$ cat src/rtl/mbc_pkg.sv
// Shared types and constants for the perceptron classifier.
// No dependencies; every other file imports this package.
package mbc_pkg;

    localparam int DATA_WIDTH  = 16;
    localparam int ACC_BITS    = 40;
    localparam int SCORE_W     = 32;
    localparam int PARAM_DEPTH = 512;
    localparam int PADDR_W     = $clog2(PARAM_DEPTH);
    localparam int PROD_W      = 2 * DATA_WIDTH;

    // Stream word layout
    localparam int OP_W        = 2;
    localparam int S_TDATA_W   = 32;
    localparam int M_TDATA_W   = 40;

    // Item kinds carried on tuser
    localparam logic [OP_W-1:0] OP_PARAM   = 2'd0;
    localparam logic [OP_W-1:0] OP_FEATURE = 2'd1;
    localparam logic [OP_W-1:0] OP_START   = 2'd2;

    // Cycles from operand issue until the accumulator holds the sum
    localparam int MAC_LATENCY = 3;
    localparam int DRAIN_W     = $clog2(MAC_LATENCY);

    localparam logic signed [ACC_BITS-1:0] RELU_MAX =
        {{(ACC_BITS-DATA_WIDTH+1){1'b0}}, {(DATA_WIDTH-1){1'b1}}};
    localparam logic signed [ACC_BITS-1:0] SCORE_MAX =
        {{(ACC_BITS-SCORE_W+1){1'b0}}, {(SCORE_W-1){1'b1}}};
    localparam logic signed [ACC_BITS-1:0] SCORE_MIN =
        {{(ACC_BITS-SCORE_W+1){1'b1}}, {(SCORE_W-1){1'b0}}};

    typedef logic signed [DATA_WIDTH-1:0] t_data;

    typedef struct packed {
        logic valid;   // operands issued this cycle
        logic bias;    // load bias instead of accumulating a product
        logic zero;    // parameter address beyond the store, read as zero
    } t_mac_ctl;

endpackage

$ cat src/rtl/mbc_mac.sv
// Shared multiply-accumulate unit with fixed-point rescale, ReLU and score saturation.
// Depends on mbc_pkg.
module mbc_mac #(
    parameter int FRAC_BITS = 12
) (
    input  logic                               i_clk,
    input  logic                               i_rst_n,
    input  mbc_pkg::t_mac_ctl                  i_ctl,
    input  mbc_pkg::t_data                     i_w,
    input  mbc_pkg::t_data                     i_x,
    output mbc_pkg::t_data                     o_relu,
    output logic signed [mbc_pkg::SCORE_W-1:0] o_score
);
    import mbc_pkg::*;

    t_mac_ctl                    r_ctl_b;
    t_mac_ctl                    r_ctl_c;
    logic signed [PROD_W-1:0]    r_prod;
    t_data                       r_bias;
    logic signed [ACC_BITS-1:0]  r_acc;

    t_data                       w_eff;
    logic signed [ACC_BITS-1:0]  bias_ext;
    logic signed [ACC_BITS-1:0]  prod_ext;
    logic signed [ACC_BITS-1:0]  shifted;

    assign w_eff = r_ctl_b.zero ? t_data'(0) : i_w;

    always_ff @(posedge i_clk) begin
        if (!i_rst_n) begin
            r_ctl_b <= '0;
            r_ctl_c <= '0;
            r_acc   <= '0;
        end else begin
            r_ctl_b <= i_ctl;
            r_ctl_c <= r_ctl_b;
            if (r_ctl_c.valid) begin
                r_acc <= r_ctl_c.bias ? bias_ext : r_acc + prod_ext;
            end
        end
    end

    // operand stage: one multiply, registered
    always_ff @(posedge i_clk) begin
        r_prod <= PROD_W'(w_eff) * PROD_W'(i_x);
        r_bias <= w_eff;
    end

    assign bias_ext = {{(ACC_BITS-DATA_WIDTH){r_bias[DATA_WIDTH-1]}}, r_bias} <<< FRAC_BITS;
    assign prod_ext = {{(ACC_BITS-PROD_W){r_prod[PROD_W-1]}}, r_prod};

    // arithmetic shift floors toward minus infinity
    assign shifted = r_acc >>> FRAC_BITS;

    always_comb begin
        priority if (shifted[ACC_BITS-1]) begin
            o_relu = '0;
        end else if (shifted > RELU_MAX) begin
            o_relu = RELU_MAX[DATA_WIDTH-1:0];
        end else begin
            o_relu = shifted[DATA_WIDTH-1:0];
        end
    end

    always_comb begin
        priority if (shifted > SCORE_MAX) begin
            o_score = SCORE_MAX[SCORE_W-1:0];
        end else if (shifted < SCORE_MIN) begin
            o_score = SCORE_MIN[SCORE_W-1:0];
        end else begin
            o_score = shifted[SCORE_W-1:0];
        end
    end

endmodule

$ cat config.mk
export PLATFORM = sky130hd
export DESIGN_NAME = mbc_mac
export DESIGN_NICKNAME = d
export VERILOG_FILES = /design/src/rtl/mbc_pkg.sv /design/src/rtl/mbc_mac.sv
export SDC_FILE = /design/constraint.sdc
export NUM_CORES = 1
export LEC_CHECK = 0
export BUFFER_PORTS_ARGS = -buffer_cell sky130_fd_sc_hd__clkbuf_2
export CAP_MARGIN = 20
export CORE_MARGIN = 4
export CORE_UTILIZATION = 35
export DETAILED_ROUTE_END_ITERATION = 6
export PLACE_DENSITY = 0.51
export SYNTH_ARGS = -nofsm -noshare
export SYNTH_HDL_FRONTEND = slang
export SYNTH_SLANG_ARGS = --single-unit
export TNS_END_PERCENT = 50
$ cat constraint.sdc
create_clock -name i_clk -period 8.5 [get_ports i_clk]
set_input_delay 1.275 -clock i_clk [delete_from_list [all_inputs] [get_ports i_clk]]
set_output_delay 1.275 -clock i_clk [all_outputs]
set_load 0.005 [all_outputs]
==> results by group <==
Clocking
  • Max clock buf depth: 2
  • Root buffer cell: clkbuf_16
  • Post_cts resized: 0
  • TritonCTS clock tree: yes
  • Num CTS Buffers: 9
  • Sink Count: 93
  • Clk Latency, worst-skew pair: about 0.35 ns
  • CTS H-tree lvls: 3
  • Post-CTS Setup Repair Bufs: 0
  • Worst-path clk slew: 0.07 ns
  • Hold-fix buffers, CTS: 0

Place
  • DP Wirelength: 31700 um
  • Placer Congestion: just under 0.9
  • IO Port Bufs: between 80 and 90

Route
  • Drt drc: 0
  • DR iter-0 viols: about 630
  • Via density: around 4.7
  • Via count: around 11000
  • Pre-Repair DR Iteration Count: 5
  • Wire length after detailed routing: roughly 40000 um
  • WL/cell: 16.4 um
  • Antenna violation net count after detailed routing: 0

Worst setup path
  • Critical path data required time: ~9 ns
  • Reg-to-reg startpoint: r_ctl_b[0]
  • CP Launch Type: input pin
  • Crit path max fanout: 14
  • Crit path kind: in2reg
  • Nature of the critical path endpoint: register
  • Reg2reg setup slack: about 1.3 ns
  • Worst EP arrival: a little under 8 ns
  • R2R cell count: 22
  • Reg2reg end: r_prod[31]

Synthesis
  • Post-synth EDFFs: 0
  • Yosys cell types: 65
  • Leading register cell type out of synthesis: dfxtp_1
  • FFs w/ async S/R, synth: 0%
  • Synth Register Bits: just over 90
  • Syn_nets: about 2200
  • Syn. warnings: 0
  • Post-Syn Instances: 1761
  • Mapped Area: approximately 15000 um^2
  • Avg Cell Area, Syn: ~8.6 um^2
  • Sequential cell area fraction in the yosys report: around an eighth

Die
  • Die ar.: 46900 um^2
  • Core ar.: about 43000 um^2
  • Die width: roughly 220 um
  • Initial core utilization: between 30% and 40%
  • Die outline height: between 200 and 250 um
  • FP Rows: 76
  • Ports: 85

Timing
  • Min Tclk post-route: about 7.5 ns
  • Final hold vios: 0
  • RSZ-0062 raised after global routing: false
  • Maximum operating frequency: around 0.13 GHz
  • Rel. slew slack: 31.6%
  • Final setup fails: 0
  • Worst Tran Pin Value: around 1 ns
  • Fin. max-slew vios: 0
  • Fin Setup TNS: 0 ns
  • Final clock skew: around 0.012 ns
  • Period utilisation layout: 88.1%

Cells and area
  • Layout fillers: between 4000 and 5000
  • Area of the multi-input gates: 11500 um^2
  • Nets: 2204
  • Area grow syn2layout: 7.72%
  • Reg area: between 1500 and 2000 um^2
  • Layout cell share with drive strength beyond 1: under 10%

Global routing
  • Vias in the first global route: roughly 12000
  • GRT Total Usage: 17.1%
  • Initial antenna violation count: 0
  • Largest net degree at the start of global routing: 54
  • First-pass GRT wire length: ~65000 um
  • Global route overflow: 0

Min path
  • Hold Path Origin: r_ctl_b[2]
  • HP Class: reg2reg
  • Cells on Worst Hold Path: 1
  • Hold worst-path end: r_ctl_c[2]

Job
  • Max-Cap Viols: 0

Outcome
  • Outcome: finished clean
[state kept, by name, summed over array words and instances (netlist names)]
register	count
r_ctl_b	3
r_bias	16
r_acc	40
r_ctl_c	2
r_prod	32
[cells in the mapped netlist, drive strengths merged (10+ instances only)]
library cell	instances	area, um^2
a21o	31	234
clkbuf	63	236
ha	121	1510
o21bai	12	90.1
nand2b	10	62.6
a21oi	81	409
o21ai	51	259
nand2	173	649
a31oi	13	81.3
xnor2	47	412
and2	124	778
inv	376	1410
nor2b	18	113
fa	263	5270
nand3	17	85.1
nor2	76	285
buf	33	245
xor2	23	201
dfxtp	93	1860
nor3	14	70.1
[placed cells by master (no fill, tap or decap), drive strengths merged, types with 3 or more instances in the layout]
cell,count
a211o,5
a311oi,5
xnor2,47
nand2,173
o211ai,8
a311o,3
o21ai,51
mux2i,3
nand4,7
nand3,17
o22ai,9
fa,263
xor2,23
and2,124
or3,6
dfxtp,93
clkbuf,93
a31oi,13
o31ai,6
nor2b,18
nor4,3
a2111oi,3
o21bai,12
a211oi,9
a21oi,81
and3,9
nor2,76
nand2b,10
and4,4
a2bb2oi,3
ha,121
inv,380
o21a,9
nor3,14
buf,24
a21o,31
[critical path, stage by stage]
cell	delay [ns]
clkbuf_2	0.07
nor2b_1	0.30
buf_4	0.26
nand2_1	0.09
fa_1	0.65
fa_1	0.57
inv_1	0.05
fa_1	0.52
fa_1	0.44
fa_1	0.54
inv_1	0.05
fa_1	0.53
inv_1	0.04
ha_1	0.37
a2111oi_0	0.42
o21ai_1	0.12
a221o_1	0.33
nor3_1	0.15
o311a_1	0.25
o31ai_1	0.14
a211o_1	0.28
a21oi_1	0.17
xnor2_1	0.13
[routing by layer]
layer | vias up | GRT usage (%) | wire (um)
met1 | 5523 | 24.6 | 19100
met4 | 0 | 2.90 | 350
met5 | - | 0 | 0
met2 | 240 | 28.7 | 18000
li1 | 5488 | - | -
met3 | 22 | 1.65 | 1470
[worst max-delay path by stage]
stage	from	to	depth (start not counted)
2_1_floorplan	i_w[15]	r_prod[31]	22
3_5_place_dp	i_w[15]	r_prod[31]	23
6_report	i_w[15]	r_prod[31]	23
4_1_cts	i_w[15]	r_prod[31]	23
5_1_grt	i_w[15]	r_prod[31]	23
3_3_place_gp	i_w[15]	r_prod[31]	23
[per-stage QoR]
stage	hold WS, ns	instances	instance area, um^2	utilization, %	setup WS (ns)
after floorplan	0.412	1761	15200	-	0.816
after global placement	0.429	2357	16100	37.3	0.669
after detailed placement	0.421	2357	16100	37.3	0.617
after CTS	0.446	2373	16400	38.1	0.987
after global routing	0.462	2373	16400	38.1	0.610
final	0.441	2374	16400	38.1	1.01
[layout make-up]
class                   count  share of cell area [%]
diodes                      1                  0.0153
clock buffers              10                    1.40
clock inverters             6                   0.595
inverters                 378                    8.65
multi-input cells        1194                    69.9
flip-flops and latches     93                    11.4
well taps                 585                    4.46
repair buffers            107                    3.63
[cells by family after synthesis]
family                   Yosys count  share of synthesized area (%)
XOR/XNOR                          70                           4.03
other                              1                         0.0246
buffers and inverters            474                           12.5
flip-flops                        93                           12.2
AO/OA/AOI/OAI                    273                           11.8
multiplexers                       3                          0.197
AND/OR/NAND/NOR                  463                           14.8
adder cells (fa/ha/maj)          384                           44.5
Power is not shown: default switching activity piles up to over one toggle a cycle in this logic, so the estimate is an artifact.
