$ cat src/rtl/mbc_pkg.sv
// Shared types and constants for the perceptron classifier.
// No dependencies; every other file imports this package.
package mbc_pkg;

    localparam int DATA_WIDTH  = 16;
    localparam int ACC_BITS    = 40;
    localparam int SCORE_W     = 32;
    localparam int PARAM_DEPTH = 512;
    localparam int PADDR_W     = $clog2(PARAM_DEPTH);
    localparam int PROD_W      = 2 * DATA_WIDTH;

    // Stream word layout
    localparam int OP_W        = 2;
    localparam int S_TDATA_W   = 32;
    localparam int M_TDATA_W   = 40;

    // Item kinds carried on tuser
    localparam logic [OP_W-1:0] OP_PARAM   = 2'd0;
    localparam logic [OP_W-1:0] OP_FEATURE = 2'd1;
    localparam logic [OP_W-1:0] OP_START   = 2'd2;

    // Cycles from operand issue until the accumulator holds the sum
    localparam int MAC_LATENCY = 3;
    localparam int DRAIN_W     = $clog2(MAC_LATENCY);

    localparam logic signed [ACC_BITS-1:0] RELU_MAX =
        {{(ACC_BITS-DATA_WIDTH+1){1'b0}}, {(DATA_WIDTH-1){1'b1}}};
    localparam logic signed [ACC_BITS-1:0] SCORE_MAX =
        {{(ACC_BITS-SCORE_W+1){1'b0}}, {(SCORE_W-1){1'b1}}};
    localparam logic signed [ACC_BITS-1:0] SCORE_MIN =
        {{(ACC_BITS-SCORE_W+1){1'b1}}, {(SCORE_W-1){1'b0}}};

    typedef logic signed [DATA_WIDTH-1:0] t_data;

    typedef struct packed {
        logic valid;   // operands issued this cycle
        logic bias;    // load bias instead of accumulating a product
        logic zero;    // parameter address beyond the store, read as zero
    } t_mac_ctl;

endpackage

$ cat src/rtl/mbc_seq.sv
// Layer sequencer: walks neurons and inputs, issues operands, holds activation stores.
// Depends on mbc_pkg.
module mbc_seq #(
    parameter int N_INPUTS        = 16,
    parameter int N_HIDDEN_FIRST  = 16,
    parameter int N_HIDDEN_SECOND = 8
) (
    input  logic                        i_clk,
    input  logic                        i_rst_n,
    input  logic                        i_start,
    input  logic                        i_feat_we,
    input  logic [mbc_pkg::PADDR_W-1:0] i_feat_addr,
    input  mbc_pkg::t_data              i_feat_data,
    input  mbc_pkg::t_data              i_relu,
    input  logic                        i_out_free,
    output logic                        o_idle,
    output logic                        o_done,
    output logic [mbc_pkg::PADDR_W-1:0] o_raddr,
    output mbc_pkg::t_mac_ctl           o_ctl,
    output mbc_pkg::t_data              o_x
);
    import mbc_pkg::*;

    localparam int MAX_A  = (N_INPUTS > N_HIDDEN_FIRST) ? N_INPUTS : N_HIDDEN_FIRST;
    localparam int MAX_N  = (MAX_A > N_HIDDEN_SECOND) ? MAX_A : N_HIDDEN_SECOND;
    localparam int CNT_W  = $clog2(MAX_N + 1);
    localparam int FI_W   = (N_INPUTS > 1) ? $clog2(N_INPUTS) : 1;
    localparam int H1_W   = (N_HIDDEN_FIRST > 1) ? $clog2(N_HIDDEN_FIRST) : 1;
    localparam int H2_W   = (N_HIDDEN_SECOND > 1) ? $clog2(N_HIDDEN_SECOND) : 1;

    localparam int W1_BASE  = 0;
    localparam int B1_BASE  = W1_BASE + N_HIDDEN_FIRST * N_INPUTS;
    localparam int W2_BASE  = B1_BASE + N_HIDDEN_FIRST;
    localparam int B2_BASE  = W2_BASE + N_HIDDEN_SECOND * N_HIDDEN_FIRST;
    localparam int W3_BASE  = B2_BASE + N_HIDDEN_SECOND;
    localparam int B3_BASE  = W3_BASE + N_HIDDEN_SECOND;
    localparam int N_PARAMS = B3_BASE + 1;
    localparam int PTR_MIN  = $clog2(N_PARAMS + 1);
    localparam int PTR_W    = (PTR_MIN > PADDR_W + 1) ? PTR_MIN : PADDR_W + 1;

    localparam logic [2:0] ST_IDLE  = 3'd0;
    localparam logic [2:0] ST_BIAS  = 3'd1;
    localparam logic [2:0] ST_ISSUE = 3'd2;
    localparam logic [2:0] ST_DRAIN = 3'd3;
    localparam logic [2:0] ST_DONE  = 3'd4;

    localparam logic [1:0] LY_FIRST  = 2'd0;
    localparam logic [1:0] LY_SECOND = 2'd1;
    localparam logic [1:0] LY_OUT    = 2'd2;

    logic [2:0]         r_state, n_state;
    logic [1:0]         r_layer, n_layer;
    logic [CNT_W-1:0]   r_i, n_i;
    logic [CNT_W-1:0]   r_j, n_j;
    logic [DRAIN_W-1:0] r_drain, n_drain;
    logic [PTR_W-1:0]   r_wptr, n_wptr;
    logic [PTR_W-1:0]   r_bptr, n_bptr;
    t_data              r_x;

    t_data r_feature [N_INPUTS];
    t_data r_hidden1 [N_HIDDEN_FIRST];
    t_data r_hidden2 [N_HIDDEN_SECOND];

    logic [CNT_W-1:0] in_last;
    logic [CNT_W-1:0] out_last;
    logic [PTR_W-1:0] ptr_sel;
    logic             capture;
    t_data            act;

    always_comb begin
        unique case (r_layer)
            LY_FIRST: begin
                in_last  = CNT_W'(N_INPUTS - 1);
                out_last = CNT_W'(N_HIDDEN_FIRST - 1);
            end
            LY_SECOND: begin
                in_last  = CNT_W'(N_HIDDEN_FIRST - 1);
                out_last = CNT_W'(N_HIDDEN_SECOND - 1);
            end
            default: begin
                in_last  = CNT_W'(N_HIDDEN_SECOND - 1);
                out_last = '0;
            end
        endcase
    end

    always_comb begin
        unique case (r_layer)
            LY_FIRST:  act = r_feature[r_j[FI_W-1:0]];
            LY_SECOND: act = r_hidden1[r_j[H1_W-1:0]];
            default:   act = r_hidden2[r_j[H2_W-1:0]];
        endcase
    end

    assign ptr_sel    = (r_state == ST_BIAS) ? r_bptr : r_wptr;
    assign o_raddr    = ptr_sel[PADDR_W-1:0];
    assign o_ctl.valid = (r_state == ST_BIAS) || (r_state == ST_ISSUE);
    assign o_ctl.bias  = (r_state == ST_BIAS);
    assign o_ctl.zero  = (ptr_sel >= PTR_W'(PARAM_DEPTH));
    assign o_x        = r_x;
    assign o_idle     = (r_state == ST_IDLE);
    assign o_done     = (r_state == ST_DONE);

    always_comb begin
        n_state = r_state;
        n_layer = r_layer;
        n_i     = r_i;
        n_j     = r_j;
        n_drain = r_drain;
        n_wptr  = r_wptr;
        n_bptr  = r_bptr;
        capture = 1'b0;
        unique case (r_state)
            ST_IDLE: begin
                if (i_start) begin
                    n_state = ST_BIAS;
                    n_layer = LY_FIRST;
                    n_i     = '0;
                    n_wptr  = PTR_W'(W1_BASE);
                    n_bptr  = PTR_W'(B1_BASE);
                end
            end
            ST_BIAS: begin
                n_bptr  = r_bptr + 1'b1;
                n_j     = '0;
                n_state = ST_ISSUE;
            end
            ST_ISSUE: begin
                n_wptr = r_wptr + 1'b1;
                if (r_j == in_last) begin
                    n_state = ST_DRAIN;
                    n_drain = '0;
                end else begin
                    n_j = r_j + 1'b1;
                end
            end
            ST_DRAIN: begin
                if (r_drain == DRAIN_W'(MAC_LATENCY - 1)) begin
                    capture = 1'b1;
                    priority if (r_layer == LY_OUT) begin
                        n_state = ST_DONE;
                    end else if (r_i == out_last) begin
                        // move on to the next layer
                        n_state = ST_BIAS;
                        n_i     = '0;
                        if (r_layer == LY_FIRST) begin
                            n_layer = LY_SECOND;
                            n_wptr  = PTR_W'(W2_BASE);
                            n_bptr  = PTR_W'(B2_BASE);
                        end else begin
                            n_layer = LY_OUT;
                            n_wptr  = PTR_W'(W3_BASE);
                            n_bptr  = PTR_W'(B3_BASE);
                        end
                    end else begin
                        n_state = ST_BIAS;
                        n_i     = r_i + 1'b1;
                    end
                end else begin
                    n_drain = r_drain + 1'b1;
                end
            end
            ST_DONE: begin
                if (i_out_free) begin
                    n_state = ST_IDLE;
                end
            end
            default: begin
                n_state = ST_IDLE;
            end
        endcase
    end

    always_ff @(posedge i_clk) begin
        if (!i_rst_n) begin
            r_state <= ST_IDLE;
            r_layer <= LY_FIRST;
            r_i     <= '0;
            r_j     <= '0;
            r_drain <= '0;
            r_wptr  <= '0;
            r_bptr  <= '0;
        end else begin
            r_state <= n_state;
            r_layer <= n_layer;
            r_i     <= n_i;
            r_j     <= n_j;
            r_drain <= n_drain;
            r_wptr  <= n_wptr;
            r_bptr  <= n_bptr;
        end
    end

    // activation read lines up with the registered parameter read
    always_ff @(posedge i_clk) begin
        r_x <= act;
    end

    always_ff @(posedge i_clk) begin
        if (i_feat_we && (i_feat_addr < PADDR_W'(N_INPUTS))) begin
            r_feature[i_feat_addr[FI_W-1:0]] <= i_feat_data;
        end
        if (capture && (r_layer == LY_FIRST)) begin
            r_hidden1[r_i[H1_W-1:0]] <= i_relu;
        end
        if (capture && (r_layer == LY_SECOND)) begin
            r_hidden2[r_i[H2_W-1:0]] <= i_relu;
        end
    end

endmodule

$ cat config.mk
export PLATFORM = sky130hd
export DESIGN_NAME = mbc_seq
export DESIGN_NICKNAME = d
export VERILOG_FILES = /design/src/rtl/mbc_pkg.sv /design/src/rtl/mbc_seq.sv
export SDC_FILE = /design/constraint.sdc
export NUM_CORES = 1
export LEC_CHECK = 0
export ABC_AREA = 1
export BUFFER_PORTS_ARGS = -buffer_cell sky130_fd_sc_hd__buf_2
export CELL_PAD_IN_SITES_DETAIL_PLACEMENT = 1
export CELL_PAD_IN_SITES_GLOBAL_PLACEMENT = 2
export CORE_MARGIN = 3
export CORE_UTILIZATION = 46
export DETAILED_ROUTE_END_ITERATION = 7
export MAX_ROUTING_LAYER = met4
export PLACE_DENSITY = 0.9
export SLEW_MARGIN = 40
export SYNTH_ARGS = -nofsm -noshare
export SYNTH_HDL_FRONTEND = slang
export SYNTH_SLANG_ARGS = --single-unit
$ cat constraint.sdc
create_clock -name i_clk -period 7.2 [get_ports i_clk]
set_clock_uncertainty 0.2 [all_clocks]
set_input_delay 1.44 -clock i_clk [delete_from_list [all_inputs] [get_ports i_clk]]
set_output_delay 1.44 -clock i_clk [all_outputs]
set_load 0.005 [all_outputs]
==> results.json <==
{
  "outcome": "finished, final reports clean",
  "syn_area_um2": 28600,
  "clk_pin_slew_worst_paths_ns": 0.06,
  "synthCells": 2573,
  "worstPathArrival_ns": 2.50,
  "grt_pass1_wl_um": 127000,
  "root_buffer": "clkbuf_16",
  "chipWidth_um": 255,
  "vias": 19802,
  "area_growth_pct": 12.4,
  "synth_flop_cell": "edfxtp_1",
  "clock_path_buffers": 3,
  "drc": 0,
  "ant_nets": 0,
  "max_cap_viol_count": 0,
  "final_layout_size_suffix_gt1_frac": 0.101,
  "synth-edff-count": 640,
  "cts_inserted_buffers": 73,
  "drtIter0Drc": 1810,
  "tightest_slew_ns": 0.843,
  "pwr-share-clk": 0.377,
  "yosys_warnings": 0,
  "core_area_um2": 60900,
  "finalWorstPathRequiredPeriod_ns": 4.14,
  "critPathLaunchType": "flop",
  "setup-violations-final": 0,
  "dieHeight_um": 255,
  "die-area_um2": 65200,
  "path_class": "reg2out",
  "synth_common_cells": "edfxtp_1, nand2_1, nor2_1",
  "required_ns": 5.56,
  "via_per_inst": 5.69,
  "placed_cell_area_um2": 29800,
  "crit_fanout": 22,
  "tns_ns": 0,
  "drtPass1Iterations": 5,
  "power_leakage_nw": 11.3,
  "cts-resized-gates": 0,
  "fin_nets": 2648,
  "synth.distinct_cells": 34,
  "p_seq_frac": 0.465,
  "synth_area_leader_cell": "edfxtp_1",
  "async_reset_ff_frac": 0,
  "p_int_mw": 7.05,
  "gp_congestion": 0.850,
  "overflow": 0,
  "avgSynthCellArea_um2": 11.1,
  "rsz0062_at_grt": "false",
  "syn-num-nets": 2627,
  "n_fill_cell": 6352,
  "finalPower_mw": 9.94,
  "cts-hold-fix-buffers": 0,
  "rows": 90,
  "worst_slack_ns": 3.06,
  "grt_pass1_vias": 20700,
  "power_frac_comb": 0.158,
  "num_io_pins": 76,
  "switching_share": 0.291,
  "numPortBuffers": 75,
  "irDropWorstVdd_mv": 0.201,
  "timing.final.hold_violations": 0,
  "critPathCaptureType": "output port",
  "fmax_mhz": 241,
  "start_util": 0.470,
  "post_cts.repair.setup_buffers": 0,
  "fin_crit_sh": 0.575,
  "relSlewSlack": 0.438,
  "grt_max_degree": 189,
  "yosysSeqAreaShare": 0.712,
  "yosys-top-cells-area": "edfxtp_1, nand2_1, nor2_1",
  "antenna_found_initial": 2,
  "synth_top_area_share": 0.672,
  "dp_slack_ns": 3.60,
  "slew_viol_final": 0,
  "holdCritPathClass": "reg2reg",
  "wl_per_cell_um": 23.9,
  "cts_sinks": 697,
  "grtUsageTotal": 0.262,
  "dp_hpwl_um": 49000,
  "power_density_nw_per_um2": 309,
  "clk_latency_ns": 0.62,
  "ys_ff_latch": 697,
  "yosysMostFrequentCell": "edfxtp_1",
  "h-tree-depth": 3,
  "stdcell_area_um2": 32200,
  "cts_tree": "built",
  "totalWireLength_um": 83400,
  "netSwitchingPower_mw": 2.89
}
==> flip-flops by register name, summed over array words and instances, names as in the netlist, 5 cells and up, named ones only <==
signal	flops
r_hidden1	256
r_feature	256
r_bptr	10
o_x	16
r_j	5
r_hidden2	128
r_i	5
r_wptr	10
==> path summary, 6_finish.rpt <==
path                                 start          endpoint  slack [ns]  cells past startpoint
worst max-delay path            r_state[1]        o_raddr[5]        3.06                      5
worst min-delay path             r_bptr[9]         r_bptr[9]        0.28                      2
worst max register to register  r_layer[1]  r_hidden1[14][0]        4.04                      5
worst min register to register   r_bptr[9]         r_bptr[9]        0.28                      2
==> power by group through the flow <==
stage / clock network (mW) / registers (mW) / logic (mW)
6_report: 3.74 / 4.62 / 1.57
5_1_grt: 3.97 / 4.63 / 1.75
4_1_cts: 3.79 / 4.62 / 1.58
3_5_place_dp: 0 / 4.71 / 1.55
3_3_place_gp: 0 / 4.70 / 1.49
2_1_floorplan: 0 / 4.63 / 1.03
==> routing by layer <==
metal | routed length, um | global-route usage | up-vias | share of wire
li1 | - | - | 8932 | -
met1 | 34400 | 0.339 | 9986 | 0.41
met2 | 40500 | 0.421 | 723 | 0.49
met3 | 5410 | 0.0367 | 161 | 0.065
met4 | 3080 | 0.102 | 0 | 0.037
met5 | 0 | - | - | 0
==> layout make-up <==
type | instances | area, um^2 | area share
antenna | 1 | 2.50 | 0.0000778
clock buffer | 99 | 2040 | 0.0634
clock inverter | 34 | 325 | 0.0101
sequential | 697 | 20400 | 0.633
tap | 828 | 1040 | 0.0322
multi-input combinational | 1666 | 7590 | 0.236
inverter | 67 | 267 | 0.00828
timing repair buffer | 89 | 541 | 0.0168
==> layout by cell type (no fill, tap or decap), types with 5 or more instances in the layout <==
cell type / Yosys / final
clkbuf_1: 52 / 18
nor2_1: 516 / 480
buf_2: 53 / 75
clkinv_1: 0 / 10
ha_1: 8 / 8
clkbuf_8: 0 / 7
nor3_2: 1 / 5
o21ai_1: 14 / 14
o211ai_2: 6 / 6
edfxtp_1: 640 / 640
nor2_4: 1 / 38
inv_1: 62 / 60
o211ai_1: 32 / 32
dfxtp_1: 57 / 52
nand2_1: 537 / 537
clkbuf_16: 0 / 76
nand3_1: 237 / 237
buf_4: 14 / 6
o21ai_0: 249 / 249
a21oi_1: 34 / 34
clkinv_2: 0 / 11
==> worst max-delay path, stage by stage (launching register included) <==
cell and delay, ns:
dfxtp_1 0.44, nor2_1 0.08, nand2_1 0.52, inv_1 0.40, o21bai_1 0.28, buf_2 0.15
==> cell families after synthesis <==
group	after synthesis	synth area share
AO/OA/AOI/OAI	342	0.0652
adder cells (fa/ha/maj)	8	0.00350
buffers and inverters	210	0.0335
flip-flops	697	0.712
AND/OR/NAND/NOR	1316	0.186
==> through the flow <==
step | hold WS, ns | util | cells
after global placement | 0.252 | 0.485 | 3346
after floorplan | 0.239 | - | 2573
after global routing | 0.311 | 0.528 | 3481
final | 0.284 | 0.528 | 3481
after CTS | 0.285 | 0.528 | 3480
after detailed placement | 0.272 | 0.489 | 3347
Power figures use the tool's default switching activity.
